===== config.mk =====
export PLATFORM = sky130hd
export DESIGN_NAME = tvts_ctrl
export DESIGN_NICKNAME = d
export VERILOG_FILES = /design/src/hw/rtl/tvts_pkg.sv /design/src/hw/rtl/tvts_ctrl.sv
export SDC_FILE = /design/constraint.sdc
export NUM_CORES = 1
export LEC_CHECK = 0
export BUFFER_PORTS_ARGS = -buffer_cell sky130_fd_sc_hd__buf_2
export CORE_AREA = 5 5 75 77
export CTS_BUF_LIST = sky130_fd_sc_hd__clkbuf_8
export CTS_CLUSTER_DIAMETER = 120
export DETAILED_ROUTE_END_ITERATION = 7
export DIE_AREA = 0 0 80 82
export GPL_ROUTABILITY_DRIVEN = 0
export SLEW_MARGIN = 25
export SYNTH_ARGS = -nofsm -noshare
export SYNTH_HDL_FRONTEND = slang
export SYNTH_SLANG_ARGS = --single-unit

===== constraint.sdc =====
create_clock -name clk -period 2.2 [get_ports clk]
set_clock_uncertainty 0.2 [all_clocks]
set_input_delay 0.44 -clock clk [delete_from_list [all_inputs] [get_ports clk]]
set_output_delay 0.44 -clock clk [all_outputs]
set_load 0.005 [all_outputs]

===== src/hw/rtl/tvts_pkg.sv =====
// ----------------------------------------------------------------------------
// Tail variance threshold select: shared package
// Payload types, the command and status groups between controller and
// datapath, and the default sizes.
// ----------------------------------------------------------------------------
package tvts_pkg;

	// Default sizes handed to the top level parameters.
	localparam int BINS_DEF       = 256;
	localparam int COUNT_BITS_DEF = 23;

	// Fixed field widths of the payload.
	localparam int FIELD_W = 23;
	localparam int DEV_W   = 8;

	// Multiplier operand chunk and the widths of the sequencing counters.
	localparam int CHUNK_BITS = 16;
	localparam int CHUNK_W    = 2;
	localparam int BIT_W      = 3;

	typedef struct packed {
		logic [FIELD_W-1:0] count_ch0;
		logic [FIELD_W-1:0] count_ch1;
		logic [FIELD_W-1:0] count_ch2;
		logic               last_bin;
	} in_item_t;

	typedef struct packed {
		logic [DEV_W-1:0] thresh_ch0;
		logic [DEV_W-1:0] thresh_ch1;
		logic [DEV_W-1:0] thresh_ch2;
	} out_item_t;

	// Which product the shared multiplier is building.
	typedef enum logic [1:0] {
		PROD_KK = 2'd0,
		PROD_CQ = 2'd1,
		PROD_SS = 2'd2
	} prod_t;

	typedef struct packed {
		logic               load;
		logic               ch_start;
		logic               acc;
		logic               mul;
		logic               diff;
		logic               root;
		logic               next;
		logic               out_load;
		logic [1:0]         ch;
		prod_t              prod;
		logic [CHUNK_W-1:0] chunk;
		logic [BIT_W-1:0]   bit_sel;
	} cmd_t;

	typedef struct packed {
		logic last;
		logic j_zero;
		logic j_top;
		logic out_free;
	} status_t;

endpackage


===== src/hw/rtl/tvts_ctrl.sv =====
// ----------------------------------------------------------------------------
// Tail variance threshold select: controller
// Sequences loading, the per-channel tail walk, the chunked products and the
// bitwise deviation search.
// ----------------------------------------------------------------------------
module tvts_ctrl
	import tvts_pkg::*;
#(
	parameter int BINS       = BINS_DEF,
	parameter int COUNT_BITS = COUNT_BITS_DEF
) (
	input  logic    clk,
	input  logic    arst_n,
	input  logic    in_valid,
	output logic    in_ready,
	output cmd_t    cmd,
	input  status_t st
);

	localparam int IDX_W      = (BINS > 1) ? $clog2(BINS) : 1;
	localparam int SQ_W       = COUNT_BITS + 3 * IDX_W;
	localparam int MUL_CHUNKS = (SQ_W + CHUNK_BITS - 1) / CHUNK_BITS;
	localparam logic [CHUNK_W-1:0] LAST_CHUNK = CHUNK_W'(MUL_CHUNKS - 1);
	localparam logic [BIT_W-1:0]   TOP_BIT    = BIT_W'(DEV_W - 1);

	typedef enum logic [7:0] {
		S_IDLE     = 8'b0000_0001,
		S_CH_START = 8'b0000_0010,
		S_READ     = 8'b0000_0100,
		S_ACC      = 8'b0000_1000,
		S_MUL      = 8'b0001_0000,
		S_DIFF     = 8'b0010_0000,
		S_ROOT     = 8'b0100_0000,
		S_NEXT     = 8'b1000_0000
	} state_t;

	state_t             state_q, state_nxt;
	logic [1:0]         ch_q;
	prod_t              prod_q;
	logic [CHUNK_W-1:0] chunk_q;
	logic [BIT_W-1:0]   bit_q;
	logic               finish_q;

	assign in_ready = (state_q == S_IDLE) && !finish_q;

	// Commands follow the state directly.
	always_comb begin
		cmd          = '0;
		cmd.ch       = ch_q;
		cmd.prod     = prod_q;
		cmd.chunk    = chunk_q;
		cmd.bit_sel  = bit_q;
		cmd.load     = in_ready && in_valid;
		cmd.ch_start = (state_q == S_CH_START);
		cmd.acc      = (state_q == S_ACC);
		cmd.mul      = (state_q == S_MUL);
		cmd.diff     = (state_q == S_DIFF);
		cmd.root     = (state_q == S_ROOT);
		cmd.next     = (state_q == S_NEXT);
		cmd.out_load = finish_q && st.out_free;
	end

	// Next state.
	always_comb begin
		state_nxt = state_q;
		unique case (state_q)
			S_IDLE: begin
				if (in_ready && in_valid && st.last) begin
					state_nxt = S_CH_START;
				end
			end
			S_CH_START: state_nxt = S_READ;
			S_READ:     state_nxt = S_ACC;
			S_ACC:      state_nxt = st.j_top ? S_NEXT : S_MUL;
			S_MUL: begin
				if (chunk_q == LAST_CHUNK && prod_q == PROD_SS) begin
					state_nxt = S_DIFF;
				end
			end
			S_DIFF: state_nxt = S_ROOT;
			S_ROOT: begin
				if (bit_q == '0) begin
					state_nxt = S_NEXT;
				end
			end
			S_NEXT: begin
				if (!st.j_zero) begin
					state_nxt = S_READ;
				end else if (ch_q == 2'd2) begin
					state_nxt = S_IDLE;
				end else begin
					state_nxt = S_CH_START;
				end
			end
			default: state_nxt = S_IDLE;
		endcase
	end

	// State and loop counters.
	always_ff @(posedge clk or negedge arst_n) begin
		if (!arst_n) begin
			state_q  <= S_IDLE;
			ch_q     <= '0;
			prod_q   <= PROD_KK;
			chunk_q  <= '0;
			bit_q    <= '0;
			finish_q <= 1'b0;
		end else begin
			state_q <= state_nxt;
			if (state_q == S_IDLE && in_ready && in_valid && st.last) begin
				ch_q <= '0;
			end
			if (state_q == S_ACC) begin
				prod_q  <= PROD_KK;
				chunk_q <= '0;
			end
			if (state_q == S_MUL) begin
				if (chunk_q == LAST_CHUNK) begin
					chunk_q <= '0;
					prod_q  <= (prod_q == PROD_KK) ? PROD_CQ : PROD_SS;
				end else begin
					chunk_q <= chunk_q + CHUNK_W'(1);
				end
			end
			if (state_q == S_DIFF) begin
				bit_q <= TOP_BIT;
			end
			if (state_q == S_ROOT) begin
				bit_q <= bit_q - BIT_W'(1);
			end
			if (state_q == S_NEXT && st.j_zero) begin
				if (ch_q == 2'd2) begin
					finish_q <= 1'b1;
				end else begin
					ch_q <= ch_q + 2'd1;
				end
			end
			if (finish_q && st.out_free) begin
				finish_q <= 1'b0;
			end
		end
	end

endmodule


==> results of run 1 <==
final cells by class:
type	count	area share
flip-flops and latches	18	0.297
repair buffers	45	0.199
clock inverters	1	0.00245
clock buffers	3	0.0270
inverters	9	0.0221
well taps	70	0.0572
multi-input cells	76	0.396
cells by family after synthesis:
logic type | after synthesis | synth area share
AND/OR/NAND/NOR | 46 | 0.319
AO/OA/AOI/OAI | 24 | 0.148
flip-flops | 18 | 0.417
buffers and inverters | 13 | 0.0578
XOR/XNOR | 2 | 0.0162
multiplexers | 2 | 0.0185
adder cells (fa/ha/maj) | 2 | 0.0231
per-stage QoR:
step | instances | util | setup TNS, ns | hold slack, ns
2_1_floorplan | 107 | - | 0 | -0.0556
3_3_place_gp | 207 | 0.270 | 0 | 0.200
3_5_place_dp | 207 | 0.270 | 0 | 0.213
4_1_cts | 220 | 0.297 | -0.112 | 0.170
5_1_grt | 222 | 0.309 | -0.475 | 0.193
6_report | 222 | 0.309 | -0.0868 | 0.172
power by group through the flow:
stage                     Combinational, µW  Sequential [µW]  Clock, µW
final                                   501              424        238
after global routing                    551              429        256
after CTS                               473              420        247
after detailed placement                395              426          0
after global placement                  396              425          0
after floorplan                         236              437          0
timing repair:
action,4_1_cts,5_1_grt
resized for setup,5,12
buffers inserted,8,2
hold endpoints to repair,17,0
setup endpoints to repair,6,7
gates cloned,0,0
hold buffers,1,0
pin swaps,6,3
worst paths after layout:
check | startpoint | end | slack (ns) | cells after the start
max in group asynchronous | arst_n | state_q[0] | 1.01 | 2
setup / recovery | state_q[6] | cmd[15] | -0.04 | 4
hold / removal | st[0] | finish_q | 0.17 | 2
min in group asynchronous | arst_n | ch_q[0] | 0.46 | 2
setup reg to reg | state_q[7] | state_q[7] | 0.12 | 6
hold reg to reg | ch_q[1] | ch_q[0] | 0.33 | 1
routing by layer:
layer / vias up / GRT usage / routed length [µm]
li1: 476 / - / -
met1: 485 / 0.100 / 1210
met2: 14 / 0.161 / 1500
met3: 4 / 0.0154 / 59
met4: 0 / 0.0338 / 54
met5: - / 0 / 0
state kept, by name, summed over array words and instances (netlist names):
signal / cells
bit_q: 3
ch_q: 2
chunk_q: 2
finish_q: 1
prod_q: 2
state_q: 8
synth_stat cells, types with 2 or more instances:
master and instances:
dfrtp_1 17, nor2_1 11, inv_1 8, nand3_1 6, o21ai_0 5, a21oi_1 4, nand2_1 4, a21o_1 3
and3_1 3, nor4_4 3, a21oi_2 2, and2_1 2, buf_2 2, ha_1 2, mux2i_1 2, nor2b_1 2
nor3b_1 2, o22ai_1 2, o31ai_1 2
==> flow_metrics.tcl, run 1 <==
set metrics [dict create \
    status "complete, but fails checks" \
    violations "negative setup slack" \
    die_w_um 80 \
    crit_type "reg -> out" \
    finalWirelength_mm 2.82 \
    slew-limit-headroom 0.708 \
    final.min_clock_period_ns 2.24 \
    grt_pass1_vias 1017 \
    die-height_um 82 \
    crit_chain "nor4_4, buf_4, and4b_1, buf_2" \
    place_ws_ns 0.125 \
    vdd_drop_max_uv 251 \
    setup_viol 3 \
    grt_pass1_wl_mm 4.54 \
    synth.top_cell.area_share 0.393 \
    total_power_uw 1160 \
    rsz0062_at_grt "yes" \
    fmax_mhz 446 \
    cts_max_level 1 \
    antenna_found_initial 0 \
    viasPerCell 4.41 \
    yosys_most_used_dff "dfrtp_1" \
    yosysTopAreaCell "dfrtp_1" \
    path_buf_inv 2 \
    final-seq-area_um2 454 \
    critPathMaxFanout 4 \
    wire_per_inst_um 12.7 \
    io_buffers 24 \
    overflow 0 \
    slew_violations 0 \
    crit_family "simple AND/OR/NAND/NOR gates" \
    drtAntennaViolNets 0 \
    cp-end-kind "output port" \
    synth_nets 116 \
    cpPeakStageDelay_ns 0.44 \
    postLayoutSetupSlackWorst_ns -0.0418 \
    ioPinCount 25 \
    synth.area.top_cells "dfrtp_1, nor4_4, nor2_1" \
    ys_seq_area_frac 0.417 \
    final_cell_mix "buf_2, buf_4, dfrtp_1" \
    die_area_um2 6560 \
    dr.pass1.iters 4 \
    start_util 0.219 \
    synth-edff-count 0 \
    cts_buffer_depth 2 \
    tightest_slew_ns 0.439 \
    synth.cell_area_um2 1080 \
    drive_gt1_frac 0.461 \
    cts_sinks 18 \
    p_leak_uw 0.000748 \
    diodes 0 \
    async_flop_share 1.00 \
    hold_viol 0 \
    synthToLayoutAreaGrowth_pct 41.4 \
    p_comb_frac 0.431 \
    min_path_type "in -> reg" \
    p_sw_frac 0.344 \
    place_area_um2 1340 \
    startpoint_type "register" \
    synth_cells 107 \
    seq_power_share 0.365 \
    tritoncts "built" \
    p_clk_frac 0.205 \
    final_nets 162 \
    numCtsBuffers 3 \
    vias 979 \
    clk_pin_slew_ns 0.07 \
    multiInputGateArea_um2 606 \
    period_share 1.02 \
    yosys_register_bits 18 \
    grt_max_degree 19 \
    cap_violations 0 \
    final_area_um2 1530 \
    synth.avg_cell_area_um2 10.1 \
    slowest_stage "dfrtp_1" \
    power_density_nw_per_um2 760 \
    cp.required_ns 1.56 \
    ys_warn_count 0 \
    core_area_um2 4940 \
    final_common_cell "buf_2" \
    synth_cell_types 44 \
    cts_root_buffer "clkbuf_8" \
    p_int_uw 762 \
    rows 26 \
    clock_latency_ns 0.25 \
    drc 0 \
    cp.arrival_ns 1.60 \
    num-fill-cells 534 \
    drt_iter0_drc 15 \
    place_hpwl_mm 2.05 \
    p_switching_uw 400 \
    track_usage 0.0874 \
]
Note: power is estimated with default switching activity, not from simulation.
==> run 2, diff against run 1 <==
--- a/config.mk
+++ b/config.mk
@@ -6,11 +6,12 @@
 export NUM_CORES = 1
 export LEC_CHECK = 0
 export BUFFER_PORTS_ARGS = -buffer_cell sky130_fd_sc_hd__buf_2
-export CORE_AREA = 5 5 75 77
+export CAP_MARGIN = 30
+export CORE_AREA = 2 2 72 74
 export CTS_BUF_LIST = sky130_fd_sc_hd__clkbuf_8
 export CTS_CLUSTER_DIAMETER = 120
 export DETAILED_ROUTE_END_ITERATION = 7
-export DIE_AREA = 0 0 80 82
+export DIE_AREA = 0 0 74 76
 export GPL_ROUTABILITY_DRIVEN = 0
 export SLEW_MARGIN = 25
 export SYNTH_ARGS = -nofsm -noshare
==> flow_metrics.tcl, run 2 (synthesis results as in run 1) <==
set metrics [dict create \
    cts_buffer_depth 2 \
    place_hpwl_mm 1.95 \
    slew_violations 0 \
    final_cell_mix "buf_4, buf_2, dfrtp_1" \
    path_buf_inv 1 \
    p_clk_frac 0.219 \
    p_leak_uw 0.000786 \
    clk_pin_slew_ns 0.07 \
    top_regs "state_q (8), bit_q (3)" \
    clock_latency_ns 0.25 \
    cap_violations 0 \
    cts_root_buffer "clkbuf_8" \
    drc 0 \
    cp-end-kind "output port" \
    viasPerCell 4.17 \
    violations "negative setup slack" \
    cts_sinks 18 \
    dp.cells 208 \
    wire_per_inst_um 11.8 \
    fmax_mhz 444 \
    setup_viol 2 \
    drtAntennaViolNets 0 \
    die_area_um2 5620 \
    slew-limit-headroom 0.711 \
    grt_pass1_wl_mm 4.36 \
    final.min_clock_period_ns 2.25 \
    final_area_um2 1600 \
    finalWirelength_mm 2.71 \
    power_density_nw_per_um2 783 \
    synthToLayoutAreaGrowth_pct 47.7 \
    cpPeakStageDelay_ns 0.57 \
    rows 26 \
    largest_reg_flops 8 \
    startpoint_type "register" \
    status "complete, but fails checks" \
    critPathMaxFanout 2 \
    total_power_uw 1250 \
    tritoncts "built" \
    final_nets 170 \
    p_sw_frac 0.326 \
    ioPinCount 25 \
    grt_pass1_vias 918 \
    drive_gt1_frac 0.494 \
    num-fill-cells 510 \
    seq_power_share 0.338 \
    post-route-util 0.326 \
    antenna_found_initial 0 \
    p_int_uw 844 \
    start_util 0.220 \
    min_path_type "in -> reg" \
    cp.required_ns 1.56 \
    die-height_um 76 \
    period_share 1.02 \
    dr.pass1.iters 4 \
    crit_family "simple AND/OR/NAND/NOR gates" \
    cp.arrival_ns 1.61 \
    diodes 0 \
    p_switching_uw 408 \
    largest_register "state_q" \
    final_common_cell "buf_4" \
    track_usage 0.0984 \
    vias 959 \
    crit_type "reg -> out" \
    finalNonFillerCells 230 \
    grt_max_degree 19 \
    overflow 0 \
    core_area_um2 4910 \
    place_area_um2 1340 \
    p_comb_frac 0.442 \
    postLayoutSetupSlackWorst_ns -0.0510 \
    crit_chain "or4_4, nor2_4, and3_4, buf_6" \
    tightest_slew_ns 0.428 \
    io_buffers 24 \
    vdd_drop_max_uv 345 \
    numCtsBuffers 3 \
    hold_viol 0 \
    drt_iter0_drc 38 \
    die_w_um 74 \
    rsz0062_at_grt "yes" \
    cts_max_level 1 \
    slowest_stage "or4_4" \
]
[run 2: changes by cell type in the layout (fill, tap and decap cells not counted)]
cell and change:
dfrtp_1 -1, buf_4 +8, nor2b_2 -1, clkbuf_8 +1
nor2b_1 +1, dfrtp_2 +1, inv_1 -1
[run 2: final timing paths]
check	slack, ns	startpoint	end	cells after the start
setup / recovery	-0.05	state_q[2]	cmd[12]	4
hold / removal	0.17	st[0]	finish_q	2
setup reg to reg	0.16	state_q[1]	state_q[0]	7
hold reg to reg	0.33	ch_q[1]	ch_q[0]	1
max in group asynchronous	1.02	arst_n	state_q[0]	2
min in group asynchronous	0.45	arst_n	ch_q[0]	2
[run 2: through the flow]
stage	hold WS [ns]	setup TNS, ns	worst slack, ns
detailed placement	0.205	0	0.149
CTS	0.171	-0.127	-0.0684
global placement	0.194	0	0.195
floorplan	-0.0556	0	0.241
global route	0.177	-0.294	-0.107
finish	0.170	-0.0555	-0.0510
[run 2: final cells by class]
cell class | instances | area (µm²) | area share
repair buffers | 53 | 364 | 0.228
clock buffers | 4 | 55.1 | 0.0344
flip-flops and latches | 18 | 455 | 0.285
well taps | 70 | 87.6 | 0.0548
multi-input cells | 76 | 603 | 0.377
inverters | 9 | 33.8 | 0.0211
[run 2: power groups by stage]
stage               clock, µW  combinational, µW  sequential, µW
floorplan                   0                236             437
global placement            0                409             425
detailed placement          0                407             427
CTS                       281                461             420
global route              295                599             431
finish                    275                554             423
[run 2: timing repair]
action | CTS | global route
gates resized for setup | 5 | 12
endpoints found under the setup margin | 4 | 7
hold buffers | 1 | 0
setup buffers | 4 | 13
pin swaps | 4 | 8
hold endpoints to repair | 17 | 0
[run 2: routing by layer]
layer / global-route usage / wire length (µm) / up-vias
met4: 0.0382 / 14 / 0
met5: 0 / 0 / -
met2: 0.157 / 1340 / 10
met3: 0.0172 / 47 / 2
li1: - / - / 495
met1: 0.130 / 1310 / 452
==> run 3, diff against run 2 <==
--- a/config.mk
+++ b/config.mk
@@ -5,6 +5,7 @@
 export SDC_FILE = /design/constraint.sdc
 export NUM_CORES = 1
 export LEC_CHECK = 0
+export ABC_CLOCK_PERIOD_IN_PS = 2200
 export BUFFER_PORTS_ARGS = -buffer_cell sky130_fd_sc_hd__buf_2
 export CAP_MARGIN = 30
 export CORE_AREA = 2 2 72 74
==> constraint.sdc (replaced) <==
create_clock -name clk -period 2.2 [get_ports clk]
set_clock_uncertainty 0.2 [all_clocks]
set_input_delay 0.22 -clock clk [delete_from_list [all_inputs] [get_ports clk]]
set_output_delay 0.22 -clock clk [all_outputs]
set_load 0.005 [all_outputs]
==> flow_metrics.tcl, run 3 (synthesis results as in run 1) <==
set metrics [dict create \
    tightest_slew_ns 0.390 \
    cp.arrival_ns 1.70 \
    slew-limit-headroom 0.737 \
    cap_violations 0 \
    setup_viol 0 \
    track_usage 0.0935 \
    final_cell_mix "buf_2, dfrtp_1, nor2_1" \
    total_power_uw 1060 \
    clock_latency_ns 0.26 \
    cp.required_ns 1.78 \
    drc 0 \
    io_buffers 24 \
    wl_met2_mm 1.20 \
    status "completed" \
    largest_register "state_q" \
    diodes 0 \
    grt_max_degree 19 \
    final-seq-area_um2 459 \
    hold_depth 3 \
    hold_viol 0 \
    slew_violations 0 \
    power_density_nw_per_um2 755 \
    cp-end-kind "output port" \
    num-fill-cells 516 \
    p_clk_frac 0.223 \
    die_area_um2 5620 \
    grt_pass1_wl_mm 4.09 \
    drt_iter0_drc 22 \
    post-route-util 0.287 \
    overflow 0 \
    min_path_type "in -> reg" \
    crit_type "reg -> out" \
    final_nets 151 \
    final_common_cell "buf_2" \
    drtAntennaViolNets 0 \
    dr.pass1.iters 4 \
    place_hpwl_mm 1.82 \
    postLayoutSetupSlackWorst_ns 0.0782 \
    grt_pass1_vias 878 \
    p_comb_frac 0.360 \
    ioPinCount 25 \
    finalWirelength_mm 2.39 \
    p_int_uw 693 \
    p_switching_uw 370 \
    worstRegToRegCells 6 \
    largest_reg_flops 8 \
    drive_gt1_frac 0.390 \
    final.min_clock_period_ns 2.12 \
    dp.cells 198 \
    place_ws_ns 0.245 \
    vdd_drop_max_uv 213 \
    cts_sinks 18 \
    viasPerCell 4.38 \
    p_leak_uw 0.000678 \
    clk_pin_slew_ns 0.06 \
    start_util 0.220 \
    rows 26 \
    fmax_mhz 471 \
    wire_per_inst_um 11.3 \
    dr_wl_met3_um 92 \
    die-height_um 76 \
    tritoncts "built" \
    period_share 0.964 \
    synthToLayoutAreaGrowth_pct 30.2 \
    cts_root_buffer "clkbuf_8" \
    seq_power_share 0.417 \
    p_sw_frac 0.348 \
    highest_layer "met4" \
    wl_met1_mm 1.05 \
    cts_max_level 1 \
    vias 925 \
    startpoint_type "register" \
    finalNonFillerCells 211 \
    top_regs "state_q (8), bit_q (3)" \
    core_area_um2 4910 \
    critPathMaxFanout 3 \
    multiInputGateArea_um2 581 \
    die_w_um 74 \
    numCtsBuffers 3 \
    cts_buffer_depth 2 \
    antenna_found_initial 0 \
]
run 3: cell count changes in the layout (fill, tap and decap cells not counted), sizes merged:
cell	before	now
buf	52	31
clkbuf	4	3
dlygate4sd3	1	3
inv	9	10
run 3: critical path: stages, from the launching register on:
cell and delay (ns):
dfrtp_2 0.43, or4_4 0.59, nor2_2 0.12, and3_1 0.18, buf_2 0.12
run 3: final cells by class:
type,instances,share of cell area
flip-flops and latches,18,0.326
well taps,70,0.0622
clock inverters,1,0.00266
multi-input cells,76,0.412
clock buffers,3,0.0293
repair buffers,34,0.144
inverters,9,0.0240
run 3: what timing repair did:
| action | CTS | global route |
|---|---|---|
| setup buffers | 0 | 6 |
| hold endpoints to repair | 19 | 0 |
| gates resized for setup | 3 | 6 |
| hold buffers | 3 | 0 |
| endpoints found under the setup margin | 2 | 4 |
| pin swaps | 0 | 3 |
run 3: metrics by stage:
| step | instance area, µm² | setup TNS (ns) | hold slack, ns |
|---|---|---|---|
| 4_1_cts | 1350 | -0.0163 | 0.0474 |
| 2_1_floorplan | 1080 | 0 | -0.276 |
| 6_report | 1410 | 0 | 0.0488 |
| 3_3_place_gp | 1270 | 0 | -0.0183 |
| 3_5_place_dp | 1270 | 0 | -0.0206 |
| 5_1_grt | 1410 | -0.00308 | 0.0853 |
run 3: path summary, 6_finish.rpt:
path / from / end / slack [ns]
hold / removal: st[2] / state_q[2] / 0.05
hold reg to reg: ch_q[1] / ch_q[1] / 0.33
setup reg to reg: state_q[5] / prod_q[0] / 0.28
min in group asynchronous: arst_n / state_q[7] / 0.21
setup / recovery: state_q[2] / cmd[12] / 0.08
max in group asynchronous: arst_n / state_q[0] / 1.26
run 3: power by group through the flow:
stage	sequential [µW]	combinational [µW]	clock [µW]
2_1_floorplan	437	236	0
3_3_place_gp	453	325	0
3_5_place_dp	453	326	0
4_1_cts	449	339	243
5_1_grt	453	427	259
6_report	444	382	237
run 3: routing by layer:
| metal | GRT usage | vias to the layer above |
|---|---|---|
| met1 | 0.119 | 453 |
| met3 | 0.0225 | 4 |
| met4 | 0.0545 | 0 |
| met5 | 0 | - |
| li1 | - | 453 |
| met2 | 0.141 | 15 |
